[src/rtl/slfr_pkg.sv]
`default_nettype none
package slfr_pkg;

  localparam logic [7:0] BYTE_STX = 8'h02;
  localparam logic [7:0] BYTE_ETX = 8'h03;
  localparam logic [7:0] BYTE_ENQ = 8'h05;
  // Link-level answer bytes; the block never decodes them.
  localparam logic [7:0] BYTE_ACK  = 8'h06;
  localparam logic [7:0] BYTE_NACK = 8'h15;
  localparam logic [7:0] MIN_BODY  = 8'd6;

  typedef enum logic [2:0] {
    EV_POLL    = 3'd0,
    EV_DROP    = 3'd1,
    EV_PAYLOAD = 3'd2,
    EV_ACK     = 3'd3,
    EV_NACK    = 3'd4
  } event_t;

  typedef enum logic [2:0] {
    PH_IDLE = 3'b001,
    PH_LEN  = 3'b010,
    PH_BODY = 3'b100
  } phase_t;

  typedef struct packed {
    logic       valid;
    event_t     ev;
    logic [7:0] data;
    logic [7:0] count;
  } result_t;

endpackage
`default_nettype wire

[src/rtl/slfr_in_reg.sv]
`default_nettype none
module slfr_in_reg (
  input  wire logic       clk,
  input  wire logic       rst_n,
  input  wire logic       in_tvalid,
  output logic            in_tready,
  input  wire logic [7:0] in_tdata,
  input  wire logic       advance,
  output logic            byte_valid,
  output logic [7:0]      byte_value
);

  logic       valid_r;
  logic       valid_nxt;
  logic [7:0] byte_r;

  // A new beat may enter when the register is empty or is being consumed now.
  assign in_tready = !valid_r || advance;

  always_comb begin
    valid_nxt = valid_r;
    if (in_tready) begin
      valid_nxt = in_tvalid;
    end
  end

  always_ff @(posedge clk) begin
    if (!rst_n) begin
      valid_r <= 1'b0;
    end else begin
      valid_r <= valid_nxt;
    end
  end

  always_ff @(posedge clk) begin
    if (in_tvalid && in_tready) begin
      byte_r <= in_tdata;
    end
  end

  assign byte_valid = valid_r;
  assign byte_value = byte_r;

endmodule
`default_nettype wire

[src/rtl/slfr_frame_fsm.sv]
`default_nettype none
module slfr_frame_fsm (
  input  wire logic       clk,
  input  wire logic       rst_n,
  input  wire logic       fire,
  input  wire logic [7:0] rx_byte,
  output slfr_pkg::result_t res
);

  import slfr_pkg::*;

  phase_t     phase_r,    phase_nxt;
  logic [7:0] len_r,      len_nxt;
  logic [7:0] pos_r,      pos_nxt;
  logic [7:0] xor_r,      xor_nxt;
  logic [7:0] cmd_r,      cmd_nxt;
  logic       etx_ok_r,   etx_ok_nxt;

  logic [8:0] pos_p1;
  logic [8:0] pos_p2;
  logic [8:0] pos_p3;
  logic [8:0] len_w;
  logic       frame_good;

  assign pos_p1 = {1'b0, pos_r} + 9'd1;
  assign pos_p2 = {1'b0, pos_r} + 9'd2;
  assign pos_p3 = {1'b0, pos_r} + 9'd3;
  assign len_w  = {1'b0, len_r};
  assign frame_good = (len_r >= MIN_BODY) && etx_ok_r && (rx_byte == xor_r);

  always_comb begin
    phase_nxt  = phase_r;
    len_nxt    = len_r;
    pos_nxt    = pos_r;
    xor_nxt    = xor_r;
    cmd_nxt    = cmd_r;
    etx_ok_nxt = etx_ok_r;
    res        = '{valid: 1'b0, ev: EV_POLL, data: 8'd0, count: 8'd0};
    unique case (phase_r)
      PH_LEN: begin
        len_nxt    = rx_byte;
        xor_nxt    = rx_byte;
        pos_nxt    = 8'd0;
        etx_ok_nxt = 1'b0;
        if (rx_byte == 8'd0) begin
          phase_nxt = PH_IDLE;
          res.valid = 1'b1;
          res.ev    = EV_NACK;
        end else begin
          phase_nxt = PH_BODY;
        end
      end
      PH_BODY: begin
        if (pos_p1 >= len_w) begin
          // Last body byte: it is the check byte.
          phase_nxt = PH_IDLE;
          pos_nxt   = 8'd0;
          res.valid = 1'b1;
          if (frame_good) begin
            res.ev    = EV_ACK;
            res.data  = cmd_r;
            res.count = len_r - MIN_BODY;
          end else begin
            res.ev = EV_NACK;
          end
        end else begin
          xor_nxt = xor_r ^ rx_byte;
          pos_nxt = pos_p1[7:0];
          if (pos_r == 8'd0) begin
            cmd_nxt = rx_byte;
          end
          if (pos_p2 == len_w) begin
            etx_ok_nxt = (rx_byte == BYTE_ETX);
          end
          // Payload sits after the command and three host status bytes,
          // and before the ETX and check bytes.
          if (pos_r >= 8'd4 && pos_p3 <= len_w) begin
            res.valid = 1'b1;
            res.ev    = EV_PAYLOAD;
            res.data  = rx_byte;
            res.count = pos_r - 8'd4;
          end
        end
      end
      default: begin
        phase_nxt = PH_IDLE;
        res.valid = 1'b1;
        if (rx_byte == BYTE_ENQ) begin
          res.ev = EV_POLL;
        end else if (rx_byte == BYTE_STX) begin
          phase_nxt = PH_LEN;
          res.valid = 1'b0;
        end else begin
          res.ev   = EV_DROP;
          res.data = rx_byte;
        end
      end
    endcase
  end

  always_ff @(posedge clk) begin
    if (!rst_n) begin
      phase_r  <= PH_IDLE;
      len_r    <= 8'd0;
      pos_r    <= 8'd0;
      xor_r    <= 8'd0;
      cmd_r    <= 8'd0;
      etx_ok_r <= 1'b0;
    end else if (fire) begin
      phase_r  <= phase_nxt;
      len_r    <= len_nxt;
      pos_r    <= pos_nxt;
      xor_r    <= xor_nxt;
      cmd_r    <= cmd_nxt;
      etx_ok_r <= etx_ok_nxt;
    end
  end

endmodule
`default_nettype wire

[src/rtl/stx_length_frame_receiver_core.sv]
// STX/length framed packet receiver with an XOR block check.
//
// Input channel (in_*): one received serial byte per beat on in_tdata.
// Result channel (out_*): at most one event per input byte. out_tuser holds
// the event code (poll, dropped byte, payload byte, frame ack, frame nack),
// out_tdata holds the data byte and the payload index or count.
// Payload bytes are forwarded as they arrive; a later nack tells the consumer
// to discard them.
//
// An accepted byte lands in an input register and is decoded straight into
// the output register once that register is empty or being read, so its
// event passes through both registers. The block takes one byte per cycle
// sustained unless the output stalls; eventless bytes still take a decode step.
// When the consumer holds out_tready low, the pending event stays put, one
// more byte waits in the input register, and then in_tready drops.
// Synchronous reset returns the receiver to idle, outside any frame, and
// empties both registers.
`default_nettype none
module stx_length_frame_receiver_core (
  input  wire logic        clk,
  input  wire logic        rst_n,
  input  wire logic        in_tvalid,
  output logic             in_tready,
  input  wire logic [7:0]  in_tdata,   // [7:0] rx_byte
  output logic             out_tvalid,
  input  wire logic        out_tready,
  output logic [15:0]      out_tdata,  // [7:0] data, [15:8] count_or_index
  output logic [2:0]       out_tuser   // [2:0] event_res
);

  import slfr_pkg::*;

  logic       byte_valid;
  logic [7:0] byte_value;
  logic       advance;
  result_t    res;

  logic       out_valid_r, out_valid_nxt;
  event_t     out_ev_r;
  logic [7:0] out_data_r;
  logic [7:0] out_count_r;

  assign advance = byte_valid && (!out_valid_r || out_tready);

  slfr_in_reg u_in_reg (
    .clk        (clk),
    .rst_n      (rst_n),
    .in_tvalid  (in_tvalid),
    .in_tready  (in_tready),
    .in_tdata   (in_tdata),
    .advance    (advance),
    .byte_valid (byte_valid),
    .byte_value (byte_value)
  );

  slfr_frame_fsm u_fsm (
    .clk     (clk),
    .rst_n   (rst_n),
    .fire    (advance),
    .rx_byte (byte_value),
    .res     (res)
  );

  always_comb begin
    out_valid_nxt = out_valid_r;
    if (advance) begin
      out_valid_nxt = res.valid;
    end else if (out_tready) begin
      out_valid_nxt = 1'b0;
    end
  end

  always_ff @(posedge clk) begin
    if (!rst_n) begin
      out_valid_r <= 1'b0;
    end else begin
      out_valid_r <= out_valid_nxt;
    end
  end

  always_ff @(posedge clk) begin
    if (advance && res.valid) begin
      out_ev_r    <= res.ev;
      out_data_r  <= res.data;
      out_count_r <= res.count;
    end
  end

  assign out_tvalid = out_valid_r;
  assign out_tdata  = {out_count_r, out_data_r};
  assign out_tuser  = out_ev_r;

  // A byte that is not decoded must stay in the input register.
  a_hold_input: assert property (@(posedge clk) disable iff (!rst_n)
    byte_valid && !advance |=> byte_valid && $stable(byte_value))
    else $error("input byte lost while decode stalled");

  // Every decoded event shows up on the output in the following cycle.
  a_event_out: assert property (@(posedge clk) disable iff (!rst_n)
    advance && res.valid |=> out_tvalid && (out_tuser == $past(res.ev)))
    else $error("decoded event not presented on output");

  a_reset_empty: assert property (@(posedge clk)
    !rst_n |=> !out_tvalid && in_tready)
    else $error("registers not empty after reset");

endmodule
`default_nettype wire

[config.mk]
export PLATFORM = sky130hd
export DESIGN_NAME = stx_length_frame_receiver_core
export DESIGN_NICKNAME = d
export VERILOG_FILES = /design/src/rtl/slfr_pkg.sv /design/src/rtl/slfr_in_reg.sv /design/src/rtl/slfr_frame_fsm.sv /design/src/rtl/stx_length_frame_receiver_core.sv
export SDC_FILE = /design/constraint.sdc
export NUM_CORES = 1
export LEC_CHECK = 0
export BUFFER_PORTS_ARGS = -buffer_cell sky130_fd_sc_hd__buf_2
export CELL_PAD_IN_SITES_DETAIL_PLACEMENT = 1
export CELL_PAD_IN_SITES_GLOBAL_PLACEMENT = 1
export CORE_UTILIZATION = 35
export CTS_CLUSTER_SIZE = 10
export DETAILED_ROUTE_END_ITERATION = 16
export PLACE_DENSITY_LB_ADDON = 0.1
export SLEW_MARGIN = 30
export SYNTH_ARGS = -nofsm -noshare
export SYNTH_HDL_FRONTEND = slang
export SYNTH_HIERARCHICAL = 1
export SYNTH_SLANG_ARGS = --single-unit
[constraint.sdc]
create_clock -name clk -period 3.5 [get_ports clk]
set_input_delay 0.175 -clock clk [delete_from_list [all_inputs] [get_ports clk]]
set_output_delay 0.175 -clock clk [all_outputs]
set_load 0.005 [all_outputs]
==> impl_results.md <==
* Reg power frac at between 50% and 60%
* Number of antenna violations at the first check in global routing at 0
* Fmax at about 0.31 GHz
* Depth of the worst register-to-register path at 13
* Number of cells on the worst hold path at 3
* Number of vias after detailed routing at about 3,400
* Row count at 38
* Worst Skew at approximately 0.013 ns
* Fraction of the yosys area taken by sequential cells at 40.08%
* Setup Crit Path Kind: reg2reg
* Endpoint required time on the critical path at approximately 3.6 ns
* Maximum level of the CTS H-tree at 3
* Instance count of the mapped netlist at around 420
* Hold-critical path endpoint: u_in_reg/byte_valid
* Residual DRC count at 0
* Root buffer cell: clkbuf_8
* Number of synthesized flops with an enable pin at 27
* Wire length of the first global-routing pass at about 19,000 µm
* Post-detailed-route via-to-cell ratio at between 5 and 6
* Static Leakage at around 1.8 nW
* Filler instances at 1,274
* Top Ports at 33
* Share of synthesized cell area in full adder, half adder and majority cells at around 8.0%
* Crit path largest cell delay at between 0.6 and 0.7 ns
* Clock-pin slew of the registers on the worst-case setup and hold paths at ~0.090 ns
* Post-detailed-placement half-perimeter wirelength at between 8000 and 9000 µm
* Proportion of total power due to net switching at 26.86%
* Fraction of synthesized cell area taken by the top area cell type at 20.68%
* DRC violation total after the first TritonRoute iteration at about 200
* Slowest library cell on the worst path: dfxtp_1
* Avg Cell Area, Syn at 9.270 µm²
* Area overhead of the layout relative to synthesis at 16.53%
* Internal power at 1.204 mW
* Count of placed standard cells in the final layout, fillers left out at 610
* Placeable core region at about 11,000 µm²
* Switching power at approximately 0.44 mW
* Top fanout value on the critical path at 12
* Global route total overflow at 0
* Number of slew-limit violations in the final report at 0
* WL/cell at approximately 19 µm
* Post-Route Hold Slack at 0.05641 ns
* Y dimension of the die at 107.8 µm
* Fraction of final layout cells with drive strength greater than 1 at between 10% and 20%
* Clock buffers created by TritonCTS at 9
* Min Tclk post-route at between 3 and 4 ns
* DRT Pass-1 Iters at 4
* GP Congestion at slightly below 0.9
* Clock latency on the worst-skew pair at approximately 0.37 ns
* Hold Path Class: in2reg
* Max-slew headroom at between 40% and 50%
* Setup slack of the worst register-to-register path at ~0.27 ns
* Number of port buffers at 32
* Synth Area in Simple Gates at between 15 and 20%
* Ant. Diodes at 0
* Count of final hold-check violations at 0
* Clock Power Share at approximately 43%
* Result of the run: completed
* Kind of start point of the critical path: flop
* Power Density at about 360 nW/µm²
* Number of global-route vias before repair at between 3,000 and 4,000
* Synth Register Bits at between 60 and 70
* Final TNS setup at 0 ns
* Die Wd at around 110 µm
* Largest net degree at the start of global routing at 43
* Setup-failing EPs final at 0
* Nature of the critical path endpoint: flop
* Top cell type by total area after synthesis: edfxtp_1
* Net count, final at 502
* CTS tree: yes
* Summed instance area of the synthesized netlist at 3921 µm²
* Synth Net Count at 460
* Cell count after placement at ~590
* Top FF cell, synth: dfxtp_1
* Initial Util at roughly 36%
* Ordered list of cells on the worst path: nand4_1, nor2_1, xor2_1, ha_1, o21ai_0, nor2_1, nand4_1, nand2_4, o221ai_1, nand2_1, nand2_2, nor2b_4, buf_4
* Area enclosed by the die boundary at 11,630 µm²
* Post-synthesis share of cell area spent on xor and xnor gates at 8.041%
* TritonCTS Sinks at 65
* Count of unique library cells instantiated by Yosys at 57
* Largest family of logic cells by synthesized area: compound AO/OA/AOI/OAI gates
* Worst endpoint data arrival time at 3.30 ns
* RR Endpoint: out_count_r[7]
* Hold Crit Start: in_tvalid
* Share of async-settable or async-resettable flops after synthesis at 0%
* Maximum ir drop on the vdd rail at ~0.27 mV
* Max-cap check violation count at 0
* Number of nets with antenna violations after detailed routing at 0
* Slew of the pin with the lowest slew margin at around 0.85 ns
* Dominant cells by area after synthesis: edfxtp_1, dfxtp_1, ha_1, xnor2_1, nand2_1
* Wirelength, routed at 11,700 µm
* Max Root-Sink Buffers at 2
* Post-route fraction of the period consumed by the critical path at 92.39%
* Total track usage at 21.71%
* Worst r2r src: u_fsm/pos_r[4]
* Synthesis warning total at 6
* Compound-Gate Fraction of Synth Area at 19.85%
* Portion of total power attributed to combinational logic at about 6.6%
* Mux contribution to synthesized area at 0%
cells in the mapped netlist, types with 8 or more instances:
cell / count
nor2_1: 10
o211ai_1: 8
xor2_1: 10
nand4_1: 10
o21ai_0: 19
edfxtp_1: 27
a41o_1: 8
inv_1: 27
ha_1: 25
clkbuf_1: 16
dfxtp_1: 38
xnor2_1: 26
a21oi_1: 23
buf_2: 9
nand2_1: 49
a31oi_1: 9
nand3_1: 17
state kept, by name, summed over array words and instances, names as in the netlist:
signal and count:
out_count_r 8, out_data_r 8, u_fsm/cmd_r 8, u_fsm/len_r 8, u_fsm/pos_r 8, u_fsm/xor_r 8
u_in_reg/byte_value 8, out_tuser 3, u_fsm/phase_r 3, out_tvalid 1, u_fsm/etx_ok_r 1, u_in_reg/byte_valid 1
cells in the final DEF (no fill, tap or decap), drive strengths merged, types with 6 or more instances in the layout:
master / n
inv: 31
buf: 50
a41o: 8
a31oi: 9
o22ai: 6
o21ai: 21
o211ai: 8
nor3: 9
edfxtp: 27
nor2b: 6
dfxtp: 38
clkbuf: 9
xnor2: 26
a21oi: 23
nor2: 10
nand2b: 7
nand2: 51
a22o: 7
xor2: 10
nand3: 17
dlygate4sd3: 8
nand4: 10
ha: 25
worst max-delay path: cells and delay by family (launching register included):
| family | cells | cell delay (ns) |
|---|---|---|
| xor gates and xnor gates | 1 | 0.11 |
| adders and majority gates | 1 | 0.28 |
| and+or+nand+nor | 8 | 1.43 |
| AOI/OAI and AO/OA | 2 | 0.25 |
| DFF | 1 | 0.64 |
| buffers and inverters | 1 | 0.20 |
layout make-up:
type | instances | area (µm²) | area share (%)
multi-input cells | 304 | 2136 | 46.74
flip-flops and latches | 65 | 1573 | 34.42
repair buffers | 58 | 375.4 | 8.215
well taps | 140 | 175.2 | 3.834
clock buffers | 9 | 123.9 | 2.711
inverters | 27 | 101.3 | 2.218
clock inverters | 7 | 85.08 | 1.862
metrics by stage:
stage          total power [mW]  cell area (µm²)  util (%)  setup WS, ns
6_report                  1.646             4569     41.97        0.2662
5_1_grt                   1.707             4569     41.97      -0.01106
4_1_cts                   1.669             4553     41.82        0.1267
3_5_place_dp             0.9563             4264     39.16        0.1642
3_3_place_gp             0.9532             4264     39.16        0.2808
2_1_floorplan            0.9108             3921         -        0.4028
worst max-delay path by stage:
| stage | startpoint | end | slack [ns] |
|---|---|---|---|
| after floorplan | u_fsm/pos_r[2] | out_count_r[0] | 0.40 |
| after global placement | u_fsm/pos_r[1] | out_count_r[1] | 0.28 |
| after detailed placement | u_fsm/pos_r[1] | out_count_r[7] | 0.16 |
| after CTS | u_fsm/pos_r[1] | out_count_r[7] | 0.13 |
| after global routing | u_fsm/pos_r[2] | out_count_r[1] | -0.01 |
| final | u_fsm/pos_r[4] | out_count_r[7] | 0.27 |
kinds of logic (layout without fill, tap and decap cells):
kind of cell,count (synthesis),count (layout)
AOI/OAI and AO/OA,109,109
xor gates and xnor gates,36,36
adders and majority gates,25,25
buffers and inverters,54,101
DFF,65,65
and+or+nand+nor,134,134
power by group through the flow:
stage	Clock [mW]	Sequential [mW]	Combinational (mW)
2_1_floorplan	0	0.841	0.0702
3_3_place_gp	0	0.854	0.0991
3_5_place_dp	0	0.855	0.102
4_1_cts	0.724	0.837	0.109
5_1_grt	0.748	0.840	0.119
6_report	0.702	0.836	0.108
per-layer routing:
metal  share of wire (%)  GRT usage, %
met3                 3.1         4.116
met2                  48         35.71
met5                   0             0
met4                 1.2         7.339
met1                  48         28.37
what timing repair did:
| item | 4_1_cts | 5_1_grt |
|---|---|---|
| resized for setup | 0 | 4 |
| hold buffers | 8 | 0 |
| hold endpoints to repair | 8 | 0 |
| setup endpoints to repair | 0 | 27 |
| buffers inserted | 0 | 1 |
(Power assumes the default switching activity.)
